**src/sv/round_robin_task_scheduler_unit_macros.svh**
```systemverilog
// ----------------------------------------------------------------------------
// rrts assertion macros
// concurrent assertion helpers, empty under synthesis
// ----------------------------------------------------------------------------
`ifndef ROUND_ROBIN_TASK_SCHEDULER_UNIT_MACROS_SVH
`define ROUND_ROBIN_TASK_SCHEDULER_UNIT_MACROS_SVH
`ifndef SYNTHESIS
`define RRTS_ASSERT(label, clk, rst, prop, msg) \
   label: assert property (@(posedge clk) disable iff (rst) (prop)) else $error(msg);
`define RRTS_ASSERT_NR(label, clk, prop, msg) \
   label: assert property (@(posedge clk) (prop)) else $error(msg);
`else
`define RRTS_ASSERT(label, clk, rst, prop, msg)
`define RRTS_ASSERT_NR(label, clk, prop, msg)
`endif
`endif

```
**src/sv/rrts_pkg.sv**
```systemverilog
// ----------------------------------------------------------------------------
// rrts package
// shared types and constants of the task scheduler
// ----------------------------------------------------------------------------
`timescale 1ns / 1ps
package rrts_pkg;
   localparam int MaxTasksDefault = 8;
   localparam int QueueDepth      = 2;

   typedef enum logic [2:0] {
      MODE_CREATE  = 3'd0,
      MODE_TICK    = 3'd1,
      MODE_YIELD   = 3'd2,
      MODE_SLEEP   = 3'd3,
      MODE_SUSPEND = 3'd4,
      MODE_WAKEUP  = 3'd5,
      MODE_SET_SEC = 3'd6,
      MODE_SET_MS  = 3'd7
   } mode_type;

   typedef enum logic [1:0] {
      ST_OK       = 2'd0,
      ST_FULL     = 2'd1,
      ST_NO_TASK  = 2'd2,
      ST_NOT_ALLOC = 2'd3
   } status_type;

   typedef enum logic [1:0] {
      PH_FREE = 2'd0, PH_READY = 2'd1, PH_SLEEP = 2'd2, PH_SUSP = 2'd3
   } phase_type;

   typedef enum logic [2:0] {
      EX_IDLE, EX_DIV, EX_RDROP, EX_SDROP, EX_TICK, EX_RESCHED, EX_DONE
   } exec_state_type;

   typedef struct packed {
      logic [2:0]  mode;
      logic [2:0]  task_id;
      logic [15:0] sleep_ms;
      logic [31:0] time_value;
   } req_type;

   typedef struct packed {
      logic [1:0]  status;
      logic        current_valid;
      logic [2:0]  current_task;
      logic [2:0]  created_task;
      logic [3:0]  woken_count;
      logic [31:0] seconds_now;
      logic [31:0] millis_now;
   } rsp_type;

   // decoded command carried from front to back
   typedef struct packed {
      req_type req;
      logic    needs_div;
   } cmd_type;

   typedef struct packed {
      logic valid;
      logic stall;
   } hs_type;
endpackage

```
**src/sv/rrts_front.sv**
```systemverilog
// ----------------------------------------------------------------------------
// rrts front
// accepts request beats, classifies them and queues them for the back end
// ----------------------------------------------------------------------------
`timescale 1ns / 1ps
`include "round_robin_task_scheduler_unit_macros.svh"
module rrts_front
   import rrts_pkg::*;
(
   input  logic    clock,
   input  logic    reset,
   input  logic    req_valid,
   output logic    req_stall,
   input  req_type req_data,
   output hs_type  cmd_hs,
   input  logic    cmd_pop,
   output cmd_type cmd_data
);
   localparam int PtrW = $clog2(QueueDepth);

   cmd_type           q_ff [QueueDepth];
   logic [PtrW-1:0]   wr_ff, wr_in, rd_ff, rd_in;
   logic [PtrW:0]     cnt_ff, cnt_in;
   logic              push;
   cmd_type           cmd;

   assign req_stall = (cnt_ff == (PtrW+1)'(QueueDepth));
   assign push      = req_valid && !req_stall;

   // sleep needs the quotient, tick and set seconds need the countdown reload
   always_comb begin
      cmd.req       = req_data;
      cmd.needs_div = req_data.mode inside {MODE_SLEEP, MODE_TICK, MODE_SET_SEC};
   end

   always_comb begin
      wr_in  = push ? wr_ff + 1'b1 : wr_ff;
      rd_in  = cmd_pop ? rd_ff + 1'b1 : rd_ff;
      cnt_in = cnt_ff + (PtrW+1)'(push) - (PtrW+1)'(cmd_pop);
   end

   always_ff @(posedge clock) begin
      if (reset) begin
         wr_ff  <= '0;
         rd_ff  <= '0;
         cnt_ff <= '0;
      end else begin
         wr_ff  <= wr_in;
         rd_ff  <= rd_in;
         cnt_ff <= cnt_in;
      end
   end

   always_ff @(posedge clock) begin
      if (push) q_ff[wr_ff] <= cmd;
   end

   assign cmd_hs.valid = (cnt_ff != '0);
   assign cmd_hs.stall = !cmd_pop;
   assign cmd_data     = q_ff[rd_ff];

   `RRTS_ASSERT(a_pop_nonempty, clock, reset, cmd_pop |-> cnt_ff != '0, "pop of empty queue")
   `RRTS_ASSERT(a_cnt_bound, clock, reset, cnt_ff <= (PtrW+1)'(QueueDepth), "queue overflow")
   `RRTS_ASSERT(a_cnt_track, clock, reset, (push && !cmd_pop) |=> cnt_ff == $past(cnt_ff) + 1'b1, "queue count slip")
endmodule

```
**src/sv/rrts_back.sv**
```systemverilog
// ----------------------------------------------------------------------------
// rrts back
// task table, ready and sleep lists, time counters; one command at a time
// ----------------------------------------------------------------------------
`timescale 1ns / 1ps
`include "round_robin_task_scheduler_unit_macros.svh"
module rrts_back
   import rrts_pkg::*;
#(
   parameter int MAX_TASKS = MaxTasksDefault
) (
   input  logic    clock,
   input  logic    reset,
   input  hs_type  cmd_hs,
   output logic    cmd_pop,
   input  cmd_type cmd_data,
   input  logic [7:0] tick_rate,
   output logic    rsp_valid,
   input  logic    rsp_stall,
   output rsp_type rsp_data
);
   localparam int SW = (MAX_TASKS > 1) ? $clog2(MAX_TASKS) : 1;
   localparam int CW = $clog2(MAX_TASKS + 1);
   localparam logic [15:0] MsPerSecond = 16'd1000;

   exec_state_type st_ff, st_in;
   cmd_type     cur_ff;
   phase_type   phase_ff [MAX_TASKS];
   logic [15:0] delay_ff [MAX_TASKS];
   logic [SW-1:0] rlist_ff [MAX_TASKS];
   logic [SW-1:0] slist_ff [MAX_TASKS];
   logic [CW-1:0] rcnt_ff, scnt_ff, alloc_ff;
   logic [CW-1:0] idx_ff, keep_ff, woke_ff;
   logic        run_v_ff;
   logic [SW-1:0] run_ff, tgt_ff;
   logic [9:0]  cd_ff;
   logic [31:0] sec_ff, ms_ff;
   logic [1:0]  status_ff;
   logic [2:0]  created_ff;
   // restoring divider, one quotient bit per cycle
   logic [15:0] dq_ff, dr_ff;
   logic [4:0]  dn_ff;
   logic [16:0] dtrial;
   logic [7:0]  divisor;
   logic        out_v_ff, out_v_in;
   rsp_type     out_ff;
   logic        out_free;
   logic [SW-1:0] sl_slot;
   logic [15:0] sl_dec;

   assign divisor  = (tick_rate == 8'd0) ? 8'd1 : tick_rate;
   assign dtrial   = {dr_ff, dq_ff[15]} - {9'd0, divisor};
   assign out_free = !out_v_ff || !rsp_stall;
   assign out_v_in = (st_ff == EX_DONE && out_free) ? 1'b1 : (rsp_stall ? out_v_ff : 1'b0);
   assign sl_slot  = slist_ff[idx_ff[SW-1:0]];
   assign sl_dec   = (delay_ff[sl_slot] != 16'd0) ? delay_ff[sl_slot] - 16'd1 : 16'd0;

   // next state
   always_comb begin
      st_in = st_ff;
      case (st_ff)
         EX_IDLE: if (cmd_hs.valid) st_in = EX_DIV;
         EX_DIV: begin
            if (!cur_ff.needs_div || dn_ff == 5'd16) begin
               case (cur_ff.req.mode)
                  MODE_SLEEP, MODE_SUSPEND: st_in = run_v_ff ? EX_RDROP : EX_DONE;
                  MODE_WAKEUP: begin
                     st_in = (CW'(cur_ff.req.task_id) >= alloc_ff ||
                              32'(cur_ff.req.task_id) >= 32'(MAX_TASKS)) ? EX_DONE : EX_RDROP;
                  end
                  MODE_CREATE: st_in = (alloc_ff >= CW'(MAX_TASKS)) ? EX_DONE : EX_RDROP;
                  MODE_TICK:   st_in = EX_TICK;
                  MODE_YIELD:  st_in = EX_RESCHED;
                  default:     st_in = EX_DONE;
               endcase
            end
         end
         EX_RDROP: if (idx_ff == rcnt_ff) st_in = EX_SDROP;
         EX_SDROP: if (idx_ff == scnt_ff) begin
            st_in = (cur_ff.req.mode == MODE_SLEEP || cur_ff.req.mode == MODE_SUSPEND)
                    ? EX_RESCHED : EX_DONE;
         end
         EX_TICK: if (idx_ff == scnt_ff) st_in = EX_RESCHED;
         EX_RESCHED: st_in = EX_DONE;
         EX_DONE: if (out_free) st_in = EX_IDLE;
         default: st_in = EX_IDLE;
      endcase
   end

   // outputs
   always_comb begin
      cmd_pop = (st_ff == EX_IDLE) && cmd_hs.valid;
   end

   always_ff @(posedge clock) begin
      if (reset) begin
         st_ff    <= EX_IDLE;
         out_v_ff <= 1'b0;
         rcnt_ff  <= '0;
         scnt_ff  <= '0;
         alloc_ff <= '0;
         run_v_ff <= 1'b0;
         run_ff   <= '0;
         cd_ff    <= 10'd1000;
         sec_ff   <= '0;
         ms_ff    <= '0;
         for (int i = 0; i < MAX_TASKS; i++) begin
            phase_ff[i] <= PH_FREE;
            delay_ff[i] <= '0;
         end
      end else begin
         st_ff    <= st_in;
         out_v_ff <= out_v_in;
         case (st_ff)
            EX_IDLE: begin
               cur_ff    <= cmd_data;
               idx_ff    <= '0;
               keep_ff   <= '0;
               woke_ff   <= '0;
               status_ff <= ST_OK;
               created_ff <= '0;
               // sleep divides its duration, the others divide one second
               dq_ff     <= (cmd_data.req.mode == MODE_SLEEP) ? cmd_data.req.sleep_ms
                                                              : MsPerSecond;
               dr_ff     <= '0;
               dn_ff     <= '0;
            end
            EX_DIV: begin
               if (cur_ff.needs_div && dn_ff != 5'd16) begin
                  dn_ff <= dn_ff + 5'd1;
                  if (!dtrial[16]) begin
                     dr_ff <= dtrial[15:0];
                     dq_ff <= {dq_ff[14:0], 1'b1};
                  end else begin
                     dr_ff <= {dr_ff[14:0], dq_ff[15]};
                     dq_ff <= {dq_ff[14:0], 1'b0};
                  end
               end else begin
                  idx_ff  <= '0;
                  keep_ff <= '0;
                  case (cur_ff.req.mode)
                     MODE_CREATE: begin
                        if (alloc_ff >= CW'(MAX_TASKS)) status_ff <= ST_FULL;
                        else begin
                           tgt_ff     <= alloc_ff[SW-1:0];
                           created_ff <= 3'(alloc_ff);
                           delay_ff[alloc_ff[SW-1:0]] <= '0;
                           alloc_ff   <= alloc_ff + 1'b1;
                        end
                     end
                     MODE_SLEEP, MODE_SUSPEND: begin
                        if (!run_v_ff) status_ff <= ST_NO_TASK;
                        tgt_ff <= run_ff;
                     end
                     MODE_WAKEUP: begin
                        if (CW'(cur_ff.req.task_id) >= alloc_ff ||
                            32'(cur_ff.req.task_id) >= 32'(MAX_TASKS))
                           status_ff <= ST_NOT_ALLOC;
                        tgt_ff <= SW'(cur_ff.req.task_id);
                     end
                     MODE_TICK: begin
                        if (cd_ff == 10'd1) begin
                           sec_ff <= sec_ff + 32'd1;
                           cd_ff  <= dq_ff[9:0];
                        end else cd_ff <= cd_ff - 10'd1;
                        ms_ff <= ms_ff + 32'(tick_rate);
                     end
                     MODE_SET_SEC: begin
                        sec_ff <= cur_ff.req.time_value;
                        cd_ff  <= dq_ff[9:0];
                     end
                     MODE_SET_MS: ms_ff <= cur_ff.req.time_value;
                     default: ;
                  endcase
               end
            end
            // compact ready list without the target slot
            EX_RDROP: begin
               if (idx_ff == rcnt_ff) begin
                  rcnt_ff <= keep_ff;
                  idx_ff  <= '0;
                  keep_ff <= '0;
               end else begin
                  if (rlist_ff[idx_ff[SW-1:0]] != tgt_ff) begin
                     rlist_ff[keep_ff[SW-1:0]] <= rlist_ff[idx_ff[SW-1:0]];
                     keep_ff <= keep_ff + 1'b1;
                  end
                  idx_ff <= idx_ff + 1'b1;
               end
            end
            // compact sleep list, then place the target
            EX_SDROP: begin
               if (idx_ff == scnt_ff) begin
                  if (cur_ff.req.mode == MODE_SLEEP) begin
                     delay_ff[tgt_ff] <= dq_ff;
                     phase_ff[tgt_ff] <= PH_SLEEP;
                     if (keep_ff < CW'(MAX_TASKS)) begin
                        slist_ff[keep_ff[SW-1:0]] <= tgt_ff;
                        scnt_ff <= keep_ff + 1'b1;
                     end else scnt_ff <= keep_ff;
                  end else begin
                     scnt_ff <= keep_ff;
                     if (cur_ff.req.mode == MODE_SUSPEND) phase_ff[tgt_ff] <= PH_SUSP;
                     else begin
                        phase_ff[tgt_ff] <= PH_READY;
                        if (rcnt_ff < CW'(MAX_TASKS)) begin
                           rlist_ff[rcnt_ff[SW-1:0]] <= tgt_ff;
                           rcnt_ff <= rcnt_ff + 1'b1;
                        end
                     end
                  end
               end else begin
                  if (slist_ff[idx_ff[SW-1:0]] != tgt_ff) begin
                     slist_ff[keep_ff[SW-1:0]] <= slist_ff[idx_ff[SW-1:0]];
                     keep_ff <= keep_ff + 1'b1;
                  end
                  idx_ff <= idx_ff + 1'b1;
               end
            end
            // one sleeper per cycle; kept entries compact in place
            EX_TICK: begin
               if (idx_ff == scnt_ff) scnt_ff <= keep_ff;
               else begin
                  delay_ff[sl_slot] <= sl_dec;
                  if (sl_dec == 16'd0) begin
                     phase_ff[sl_slot] <= PH_READY;
                     woke_ff <= woke_ff + 1'b1;
                     if (rcnt_ff < CW'(MAX_TASKS)) begin
                        rlist_ff[rcnt_ff[SW-1:0]] <= sl_slot;
                        rcnt_ff <= rcnt_ff + 1'b1;
                     end
                  end else begin
                     slist_ff[keep_ff[SW-1:0]] <= sl_slot;
                     keep_ff <= keep_ff + 1'b1;
                  end
                  idx_ff <= idx_ff + 1'b1;
               end
            end
            EX_RESCHED: begin
               if (rcnt_ff == '0) begin
                  run_v_ff <= 1'b0;
                  run_ff   <= '0;
               end else begin
                  for (int i = 0; i < MAX_TASKS - 1; i++) begin
                     if (CW'(i + 1) < rcnt_ff) rlist_ff[i] <= rlist_ff[i + 1];
                  end
                  rlist_ff[SW'(rcnt_ff - 1'b1)] <= rlist_ff[0];
                  run_ff   <= rlist_ff[0];
                  run_v_ff <= 1'b1;
               end
            end
            EX_DONE: begin
               if (out_free) begin
                  out_ff.status        <= status_ff;
                  out_ff.current_valid <= run_v_ff;
                  out_ff.current_task  <= run_v_ff ? 3'(run_ff) : 3'd0;
                  out_ff.created_task  <= created_ff;
                  out_ff.woken_count   <= 4'(woke_ff);
                  out_ff.seconds_now   <= sec_ff;
                  out_ff.millis_now    <= ms_ff;
               end
            end
            default: ;
         endcase
      end
   end

   assign rsp_valid = out_v_ff;
   assign rsp_data  = out_ff;

   `RRTS_ASSERT(a_rcnt_bound, clock, reset, rcnt_ff <= CW'(MAX_TASKS), "ready list overflow")
   `RRTS_ASSERT(a_alloc_bound, clock, reset, alloc_ff <= CW'(MAX_TASKS), "slot table overflow")
   `RRTS_ASSERT(a_pop_idle, clock, reset, cmd_pop |=> st_ff == EX_DIV, "pop outside idle")
   `RRTS_ASSERT(a_rsp_hold, clock, reset, (rsp_valid && rsp_stall) |=> rsp_valid && $stable(rsp_data), "result lost")
endmodule

```
**src/sv/round_robin_task_scheduler_unit.sv**
```systemverilog
// ----------------------------------------------------------------------------
// round robin task scheduler unit
// task-state manager: slot table, ready/sleep lists, tick time counters
// ----------------------------------------------------------------------------
// sleep, tick and set seconds pass through the serial divider first; list walks take one entry a cycle
// the back end holds one command in flight at a time; a two-entry queue takes beats meanwhile
// reset: synchronous, clears lists, counters and slot table, countdown 1000
`timescale 1ns / 1ps
module round_robin_task_scheduler_unit
   import rrts_pkg::*;
#(
   parameter int MAX_TASKS = MaxTasksDefault
) (
   input  logic        clock,
   input  logic        reset,
   // request channel
   input  logic        req_valid,
   output logic        req_stall,
   input  req_type     req_data,
   // result channel
   output logic        rsp_valid,
   input  logic        rsp_stall,
   output rsp_type     rsp_data,
   // register port
   input  logic        csr_psel,
   input  logic        csr_penable,
   input  logic        csr_pwrite,
   input  logic        csr_paddr,
   input  logic [31:0] csr_pwdata,
   output logic [31:0] csr_prdata,
   output logic        csr_pready
);
   logic [7:0] tick_rate_ff, tick_rate_in;
   logic       wr_en;
   hs_type     cmd_hs;
   logic       cmd_pop;
   cmd_type    cmd_data;

   // register write at the access phase; only address zero holds a register
   assign wr_en      = csr_psel && csr_penable && csr_pwrite;
   assign csr_pready = 1'b1;
   assign csr_prdata = (csr_paddr == 1'b0) ? {24'd0, tick_rate_ff} : 32'd0;
   assign tick_rate_in = (wr_en && csr_paddr == 1'b0) ? csr_pwdata[7:0] : tick_rate_ff;

   always_ff @(posedge clock) begin
      if (reset) tick_rate_ff <= 8'd1;
      else       tick_rate_ff <= tick_rate_in;
   end

   // front: takes beats and classifies
   rrts_front u_front (
      .clock    (clock),
      .reset    (reset),
      .req_valid(req_valid),
      .req_stall(req_stall),
      .req_data (req_data),
      .cmd_hs   (cmd_hs),
      .cmd_pop  (cmd_pop),
      .cmd_data (cmd_data)
   );

   // back: executes one command at a time; the countdown keeps its value on a rate write
   rrts_back #(.MAX_TASKS(MAX_TASKS)) u_back (
      .clock      (clock),
      .reset      (reset),
      .cmd_hs     (cmd_hs),
      .cmd_pop    (cmd_pop),
      .cmd_data   (cmd_data),
      .tick_rate  (tick_rate_ff),
      .rsp_valid  (rsp_valid),
      .rsp_stall  (rsp_stall),
      .rsp_data   (rsp_data)
   );
endmodule

```
**config.mk**
```make
export PLATFORM = sky130hd
export DESIGN_NAME = round_robin_task_scheduler_unit
export DESIGN_NICKNAME = d
export VERILOG_FILES = /design/src/sv/rrts_pkg.sv /design/src/sv/rrts_front.sv /design/src/sv/rrts_back.sv /design/src/sv/round_robin_task_scheduler_unit.sv
export VERILOG_INCLUDE_DIRS = /design/src /design/src/sv
export SDC_FILE = /design/constraint.sdc
export NUM_CORES = 1
export LEC_CHECK = 0
export ABC_AREA = 1
export BUFFER_PORTS_ARGS = -buffer_cell sky130_fd_sc_hd__buf_2
export CAP_MARGIN = 15
export CORE_ASPECT_RATIO = 1.1
export CORE_MARGIN = 2
export CORE_UTILIZATION = 49
export CTS_BUF_LIST = sky130_fd_sc_hd__clkbuf_16
export DETAILED_ROUTE_END_ITERATION = 8
export GPL_ROUTABILITY_DRIVEN = 0
export PLACE_DENSITY = 0.72
export SLEW_MARGIN = 25
export SYNTH_ARGS = -nofsm -noshare
export SYNTH_HDL_FRONTEND = slang
export SYNTH_SLANG_ARGS = --single-unit
```
**constraint.sdc**
```tcl
create_clock -name clock -period 7 [get_ports clock]
set_input_delay 1.4 -clock clock [delete_from_list [all_inputs] [get_ports clock]]
set_output_delay 1.4 -clock clock [all_outputs]
set_load 0.02 [all_outputs]
```
Word-level counts from Yosys, hierarchy flattened. Memories as Yosys holds them, arrays and structs flattened. A register that Yosys moved wholly into a read port is not among the register bits. Cells that the tools add are included.

Latch bits: 0. ROM bits: 0. Bits of input ports: 94. Memories: 4. Bits in writable memories: 286. Bits in registers: 279.

Memory list: u_back.delay_ff (depth 8, bits a word 16, rd ports 1, clocked after Yosys merged registers in 0, wr ports 8, RTL line rrts_back.sv:29) `logic [15:0] delay_ff [MAX_TASKS];`; u_front.q_ff (depth 2, bits a word 55, rd ports 1, clocked after Yosys merged registers in 1, wr ports 1, RTL line rrts_front.sv:21) `cmd_type q_ff [QueueDepth];`; u_back.rlist_ff (depth 8, bits a word 3, rd ports 9, clocked after Yosys merged registers in 1, wr ports 8, RTL line rrts_back.sv:30) `logic [SW-1:0] rlist_ff [MAX_TASKS];`; u_back.slist_ff (depth 8, bits a word 3, rd ports 1, clocked after Yosys merged registers in 1, wr ports 1, RTL line rrts_back.sv:31) `logic [SW-1:0] slist_ff [MAX_TASKS];`.

Multipliers: 0. Divide/modulo/power cells: 0. Muxes and demuxes: 183. Eq/ne operators: 51. Shift operators: 0. Bitwise operators: 7. Reduce and logical (&&, ||, !) cells: 54. $lt $le $gt $ge: 11. Add/sub/neg operators: 16.

Operators with widths (number): $mux 16 (8); $pmux 32 s2 (2); $mux 1 (101); $mux 4 (22); $mux 3 (25); $pmux 16 s2 (2); $reduce_or 16->1 (3); $add 32x1->32 const B (1); $add 32x8->32 (1); $mux 32 (1); $eq 3x3->1 const B (8); $ne 2x1->1 const B (11); $pmux 3 s7 (1); $add 4x1->4 const B (5); $ne 2x2->1 const B (10); $pmux 10 s2 (1); $pmux 4 s5 (1); $eq 3x2->1 const B (6); $sub 17x8->17 (1); $logic_not 16->1 (1); $lt 3x4->1 const A (4); $mux 8 (2); $pmux 4 s2 (2); $pmux 4 s4 (1); 55 further kinds (102).

Depth between registers and ports, before layout. Gate-level depths: netlist of run 1. An unclocked memory read counts as a cell.

Depth after elaboration: 13. Gate-level depth with buffers: 30.

Hierarchy. A second synthesis of run 1 with hierarchy kept.

Cells, all modules: 2901. Area total of the unflattened synthesis: 27831.7 um2.

Modules (own cells, without submodules): rrts_back (area each 22700.5 um2, cells each 2595, times used 1); rrts_front (area each 4471.8 um2, cells each 208, times used 1); round_robin_task_scheduler_unit (area each 659.4 um2, cells each 98, times used 1).

Worst setup path after synthesis of run 1. OpenSTA, ideal clock, no wires.

Kind: input-to-reg. Start: input reset. End: register u_back.out_ff (netlist bit u_back.rsp_data[0]), enable pin. Path buffers: 3. Required time: 6488 ps. Stages: 6. Setup slack: 981 ps. Arrival: 5506 ps. Cell sequence: clkbuf_1 inv_1 clkbuf_1 clkbuf_1 nand2_1 nor2_1.

Cells in the longest elaborated chain, start to end: 2.

Ends and longest elaborated chain: start, declared (RTL line round_robin_task_scheduler_unit.sv:15) `input logic reset,`; $not 1->1 (no line); $reduce_and 3->1 (no line); end, declared (RTL line rrts_back.sv:46) `rsp_type out_ff;`.

Every way passes these cells. A chain may end at the register's enable or synchronous reset.

==> metrics.md, run 1 <==
| Metric | Value |
|---|---|
| Buf+Inv Stages, Crit Path | `3` |
| Postcts setup bufs | `0` |
| Worst slew margin | `32.5%` |
| Final wirelength | `67,400 um` |
| Cell area after layout | `30,500 um2` |
| Maximum achievable frequency | `178 MHz` |
| First-pass GRT wire length | `106,000 um` |
| CP Max Fanout | `64` |
| Total GRT Usage | `22.7%` |
| CP Depth | `24` |
| GRT overflow | `0` |
| I/O pins | `206` |
| Worst Max-Slew Pin Slew | `1.01 ns` |
| # clock sinks | `569` |
| Diode count | `0` |
| Util after Layout | `54.7%` |
| Critical path's slowest cell | `dfxtp_1` |
| Worst Path Class, Setup | `flop to flop` |
| Critical path's top delay family | `simple AND/OR/NAND/NOR gates` |
| R2R cell count | `24` |
| Ordered list of cells on the worst path | `inv_2 > nand2_1 > nand3_1 > nand3_2 > buf_4 > nand3b_1 > nand3_1 > nand3_1 > nand2_1 > ha_1 > inv_1 > nor2_1 > nand3_1 > nor2_1 > nand2_1 > nand3_1 > nand2_1 > nor2_2 > nand4_4 > nand2_2 > nor2_1 > nor2_1 > nand2_1 > a21oi_1` |
| Final ANT Viol Nets | `0` |
| Area Overhead vs Synth | `11.0%` |
| Fin. Hold Viols | `0` |
| Slowest Stage Delay on Critical Path | `0.82 ns` |
| Min-Delay Path Class | `flop to flop` |
| Multi-input logic area | `9740 um2` |
| Final setup viols | `0` |
| Drt first-iter violations | `2,090` |
| Initial core utilization | `49.3%` |
| Clock transition at path regs | `0.07 ns` |
| Hold path depth | `0` |
| TritonRoute pass-1 iters | `8` |
| CORE AREA | `55,800 um2` |
| Core Rows | `91` |
| Syn Area/Cell | `9.42 um2` |
| Layout cells sized above 1 | `10.9%` |
| DRC viols | `0` |
| Final setup TNS | `0 ns` |
| Initial antenna violation count | `3` |
| RSZ-0062 raised after global routing | `no` |
| Yosys warning count | `0` |
| Most frequent cells in the layout | `581 x nand2_1, 459 x edfxtp_1, 334 x nor2_1` |
| TritonCTS buffer count | `53` |
| Vias per inst | `5.50` |
| Number of port buffers | `156` |
| Netlist cell types | `59` |
| Yosys reg bits | `569` |
| Fin. max-slew vios | `0` |
| Hpwl dp | `45,800 um` |
| Worst-case vdd ir drop | `0.000229 V` |
| CTS resizes | `0` |
| Synthesized area | `27,500 um2` |
| Largest net degree at the start of global routing | `73` |
| Placed instance area | `28,900 um2` |
| Die Y | `253 um` |
| Filler cells | `4,847` |
| Required @ worst endpoint | `7.28 ns` |
| Die ar. | `58,100 um2` |
| Sequential area share after synthesis | `58.1%` |
| Post-CTS Hold Fix Bufs | `0` |
| Primary FF master, synth | `edfxtp_1` |
| Part of the cycle the worst path needs | `80.1%` |
| Sequential Area | `16,000 um2` |
| TritonCTS clock tree | `yes` |
| CP Launch Type | `flop` |
| Final min period | `5.61 ns` |
| Number of global-route vias before repair | `20,100` |
| Die W | `230 um` |
| Nets@finish | `3,182` |
| Worst setup EP type | `flop` |
| Via count | `21,100` |
| LEAKAGE | `0.0120 uW` |
| Number of synthesized flops with an enable pin | `459` |
| Data arrival, critical path | `5.89 ns` |
| FFs w/ async S/R, synth | `0%` |
| Outcome | `complete, no violations` |
| Max H-tree Level | `2` |
| Commonest non-fill, non-tap cell in the layout | `nand2_1` |
| Cells after Synth | `2,923` |
| Per-cell routed wire length | `17.6 um` |
| Final worst clock skew | `0.0254 ns` |
| Skew-Pair Late Insertion Delay | `0.62 ns` |
| Clock root buffer | `clkbuf_16` |
| Total power divided by cell area | `395 nW/um2` |
| Clock buffer depth | `3` |
| Max_cap viols | `0` |
-- cell families after synthesis --
family                   count (synthesis)  share of synthesized area (%)
AND/OR/NAND/NOR                       1302                           20.8
adder cells (fa/ha/maj)                 38                           1.78
multiplexers                            11                          0.409
XOR/XNOR                                79                           2.51
other                                    2                         0.0273
AO/OA/AOI/OAI                          467                           9.24
buffers and inverters                  455                           7.15
flip-flops                             569                           58.1
-- final cells by class --
| type | instances | area share (%) |
|---|---|---|
| sequential | 569 | 52.3 |
| multi-input combinational | 1922 | 31.9 |
| clock buffer | 53 | 4.34 |
| inverter | 317 | 3.90 |
| timing repair buffer | 187 | 3.38 |
| tap | 744 | 3.05 |
| clock inverter | 47 | 1.10 |
-- state kept, by name (all words and copies together) (netlist names), 4 cells and up, named ones only --
| signal | cells |
|---|---|
| tick_rate_ff | 8 |
| u_back.alloc_ff | 4 |
| u_back.cd_ff | 10 |
| u_back.cur_ff | 39 |
| u_back.delay_ff | 128 |
| u_back.dn_ff | 5 |
| u_back.dq_ff | 16 |
| u_back.dr_ff | 16 |
| u_back.idx_ff | 4 |
| u_back.keep_ff | 4 |
| u_back.ms_ff | 32 |
| u_back.rcnt_ff | 4 |
| u_back.rlist_ff | 24 |
| u_back.rsp_data | 77 |
| u_back.scnt_ff | 4 |
| u_back.sec_ff | 32 |
| u_back.slist_ff | 24 |
| u_back.woke_ff | 4 |
| u_front.q_ff | 110 |
-- Yosys cell counts, types with 16 or more instances --
cell type / instances / area [um2]
edfxtp_1: 459 / 13800
inv_1: 305 / 1140
nand2_1: 581 / 2180
o21ai_0: 163 / 816
ha_1: 36 / 450
buf_4: 40 / 300
a31oi_1: 19 / 119
xor2_1: 57 / 499
clkbuf_1: 71 / 267
nand3_1: 192 / 961
nor2_1: 341 / 1280
o21ai_1: 16 / 80.1
a21oi_1: 210 / 1050
nand3b_1: 65 / 488
dfxtp_1: 110 / 2200
xnor2_1: 22 / 193
nand4_1: 20 / 125
nor3_1: 34 / 170
-- final timing paths --
check              startpoint               endpoint  slack (ns)
min          u_back.sec_ff[7]    u_back.rsp_data[39]        0.45
max reg2reg              flop  u_back.rlist_ff[0][0]        1.39
max                      flop  u_back.rlist_ff[0][0]        1.39
min reg2reg  u_back.sec_ff[7]    u_back.rsp_data[39]        0.45
-- layer usage --
layer,vias up,routed length [um],global-route usage [%]
met5,-,40,0
met4,6,2250,8.79
met3,156,4450,3.43
met2,881,33000,38.9
met1,9976,27700,28.9
li1,10100,-,-
-- power by group --
part | switching, uW | leakage (uW) | internal, uW
combinational | 3370 | 0.00578 | 1350
sequential | 314 | 0.00531 | 4240
clock | 1280 | 0.000875 | 1530
total | 4960 | 0.0120 | 7120
-- per-stage QoR --
| stage | hold WS (ns) | total power (uW) | instances | setup slack [ns] |
|---|---|---|---|---|
| after floorplan | 0.400 | 8090 | 2946 | 0.981 |
| after global placement | 0.425 | 9050 | 3738 | 1.63 |
| after detailed placement | 0.441 | 9230 | 3739 | 1.54 |
| after CTS | 0.452 | 12000 | 3839 | 1.47 |
| after global routing | 0.467 | 12800 | 3839 | 0.871 |
| final | 0.450 | 12100 | 3839 | 1.39 |
-- worst register-to-register path, delay by kind of cell (launching register included) --
| family | cells | cell delay (ns) |
|---|---|---|
| simple gates | 19 | 2.93 |
| buf+inv | 3 | 1.02 |
| flops | 1 | 0.82 |
| compound gates | 1 | 0.31 |
| fa+ha+maj | 1 | 0.20 |
Power figures use the tool's default switching activity.
==> run 2, diff against run 1 <==
PLACE_DENSITY = 0.75   (was 0.72)
clock period = 4.9 ns   (was 7 ns; I/O delays follow)
==> run 2 against run 1 <==
  * Hold slack better by 0.011 ns
  * First-iteration DRC count is 7.6% lower
  * Sequential cell count stayed put
  * Maximum frequency is 24% higher
  * Worst setup slack worse by 1.0 ns
  * Non-clock buffer count is 44 higher
  * Sequential power is 42% higher
  * Sequential share of layout area is 0.65 points lower
  * Clock power is 44% higher
  * Combinational power is 48% higher
  * Largest cell class unchanged
  * Highest routed layer unchanged
==> metrics.md, run 2 (synthesis gave the netlist of run 1 again) <==
| Metric | Value |
|---|---|
| Hold path depth | `1` |
| Clock buffer depth | `3` |
| Pint | `10,400 uW` |
| Die W | `230 um` |
| Most frequent cells in the layout | `581 x nand2_1, 459 x edfxtp_1, 334 x nor2_1` |
| Area Overhead vs Synth | `12.3%` |
| Hold path startpoint | `u_front.rd_ff` |
| Commonest non-fill, non-tap cell in the layout | `nand2_1` |
| FF-to-FF setup slack | `0.37 ns` |
| Final ANT Viol Nets | `0` |
| R2R cell count | `23` |
| Post-CTS Hold Fix Bufs | `0` |
| RSZ-0062 raised after global routing | `no` |
| First-pass GRT wire length | `103,000 um` |
| Sw power | `7110 uW` |
| Initial antenna violation count | `4` |
| Worst slew margin | `38.2%` |
| Hpwl dp | `45,000 um` |
| Max H-tree Level | `2` |
| Final non-filler cell total | `3,884` |
| Max_cap viols | `0` |
| Nets@finish | `3,226` |
| Worst reg2reg path endpoint | `u_back.rlist_ff[0][2]` |
| Part of the power in combinational logic | `39.8%` |
| Top reg by flops | `u_back.delay_ff` |
| Most Frequent Cell on Critical Path | `nand3_1` |
| Total power | `17,500 uW` |
| CP Max Fanout | `66` |
| CP Launch Type | `flop` |
| Critical path's slowest cell | `dfxtp_1` |
| Final worst clock skew | `0.0272 ns` |
| Max reg flops | `128` |
| Worst Path Class, Setup | `flop to flop` |
| Outcome | `complete, no violations` |
| Per-cell routed wire length | `17.0 um` |
| Pre-CTS setup slack | `0.387 ns` |
| I/O pins | `206` |
| Initial core utilization | `49.3%` |
| Clk pwr share | `23.1%` |
| Drt first-iter violations | `1,931` |
| TritonCTS buffer count | `53` |
| Worst-case vdd ir drop | `0.000422 V` |
| Largest net degree at the start of global routing | `73` |
| Vias per inst | `5.38` |
| Total power divided by cell area | `565 nW/um2` |
| Required @ worst endpoint | `5.22 ns` |
| Worst setup EP type | `flop` |
| Final setup viols | `0` |
| Final min period | `4.53 ns` |
| Final setup margin | `0.367 ns` |
| Via count | `20,900` |
| Maximum achievable frequency | `221 MHz` |
| # clock sinks | `569` |
| GRT overflow | `0` |
| DRC viols | `0` |
| Min-Delay Path Class | `flop to flop` |
| Die Y | `253 um` |
| Worst Max-Slew Pin Slew | `0.926 ns` |
| Final setup TNS | `0 ns` |
| Clock root buffer | `clkbuf_16` |
| Number of global-route vias before repair | `19,300` |
| TritonCTS clock tree | `yes` |
| Fin. max-slew vios | `0` |
| Number of port buffers | `156` |
| Sw Share | `40.7%` |
| Die ar. | `58,100 um2` |
| Critical path's top delay family | `simple AND/OR/NAND/NOR gates` |
| Data arrival, critical path | `4.86 ns` |
| CP Depth | `23` |
| LEAKAGE | `0.0122 uW` |
| Total GRT Usage | `22.2%` |
| Postcts setup bufs | `0` |
| Layout cells sized above 1 | `12.2%` |
| Slowest Stage Delay on Critical Path | `0.50 ns` |
| CORE AREA | `55,800 um2` |
| Buf+Inv Stages, Crit Path | `3` |
| CTS resizes | `0` |
| Fin. Hold Viols | `0` |
| Placed cells | `3,783` |
| Clock transition at path regs | `0.06 ns` |
| TritonRoute pass-1 iters | `6` |
| Core Rows | `91` |
| Skew-Pair Late Insertion Delay | `0.63 ns` |
| Part of the cycle the worst path needs | `92.5%` |
| Final wirelength | `65,900 um` |
| Ordered list of cells on the worst path | `clkinv_2 > nand3_1 > nand3_2 > nand2_2 > buf_12 > nand2_1 > nand3_1 > nand3_1 > nand2_2 > ha_1 > nand2_1 > nor2_1 > nand4_1 > nand3_1 > nand2_1 > nor2_2 > nand4_4 > nand3_1 > nand3_1 > nor2_1 > nand2_1 > a21oi_1 > buf_4` |
| Reg power frac | `37.1%` |
## run 2: area by class of cell
class / instances / area [um2]
fillers: 4823 / 24900
flip-flops and latches: 569 / 16000
multi-input cells: 1922 / 9720
repair buffers: 231 / 1410
clock buffers: 53 / 1330
inverters: 317 / 1190
well taps: 744 / 931
clock inverters: 47 / 360
diodes: 1 / 2.50
## run 2: worst max path at each step
stage | from | end | slack [ns]
4_1_cts | flop | u_back.rlist_ff[0][2] | 0.36
3_5_place_dp | flop | u_back.rlist_ff[0][2] | 0.39
3_3_place_gp | flop | u_back.rlist_ff[0][2] | 0.43
2_1_floorplan | reset | u_back.dn_ff[0] | 0.45
5_1_grt | flop | u_back.rlist_ff[0][2] | 0.03
6_report | flop | u_back.rlist_ff[0][2] | 0.37
## run 2: power groups by stage
| stage | combinational [uW] | clock, uW | sequential (uW) |
|---|---|---|---|
| floorplan | 5150 | 0 | 6400 |
| global placement | 6710 | 0 | 6550 |
| detailed placement | 6850 | 0 | 6570 |
| CTS | 6890 | 4080 | 6470 |
| global route | 7740 | 4240 | 6540 |
| finish | 6950 | 4040 | 6480 |
## run 2: worst reg2reg max path: stages (launching register included)
cell,delay [ns]
dfxtp_1,0.50
clkinv_2,0.21
nand3_1,0.15
nand3_2,0.16
nand2_2,0.14
buf_12,0.30
nand2_1,0.13
nand3_1,0.09
nand3_1,0.14
nand2_2,0.18
ha_1,0.20
nand2_1,0.06
nor2_1,0.14
nand4_1,0.25
nand3_1,0.24
nand2_1,0.08
nor2_2,0.22
nand4_4,0.21
nand3_1,0.13
nand3_1,0.12
nor2_1,0.22
nand2_1,0.09
a21oi_1,0.15
buf_4,0.15
## run 2: stage by stage
step / hold slack, ns / cell area (um2) / utilization [%]
3_3_place_gp: 0.429 / 29200 / 52.4
3_5_place_dp: 0.444 / 29200 / 52.4
6_report: 0.461 / 30900 / 55.4
5_1_grt: 0.487 / 30900 / 55.4
4_1_cts: 0.469 / 30900 / 55.4
2_1_floorplan: 0.400 / 27600 / -
## run 2: metal layers
layer	vias to the layer above	routed length (um)	GRT usage [%]
li1	10200	-	-
met1	9837	27600	29.8
met2	759	32100	37.6
met3	105	4860	3.27
met4	6	1400	5.94
met5	-	38	0
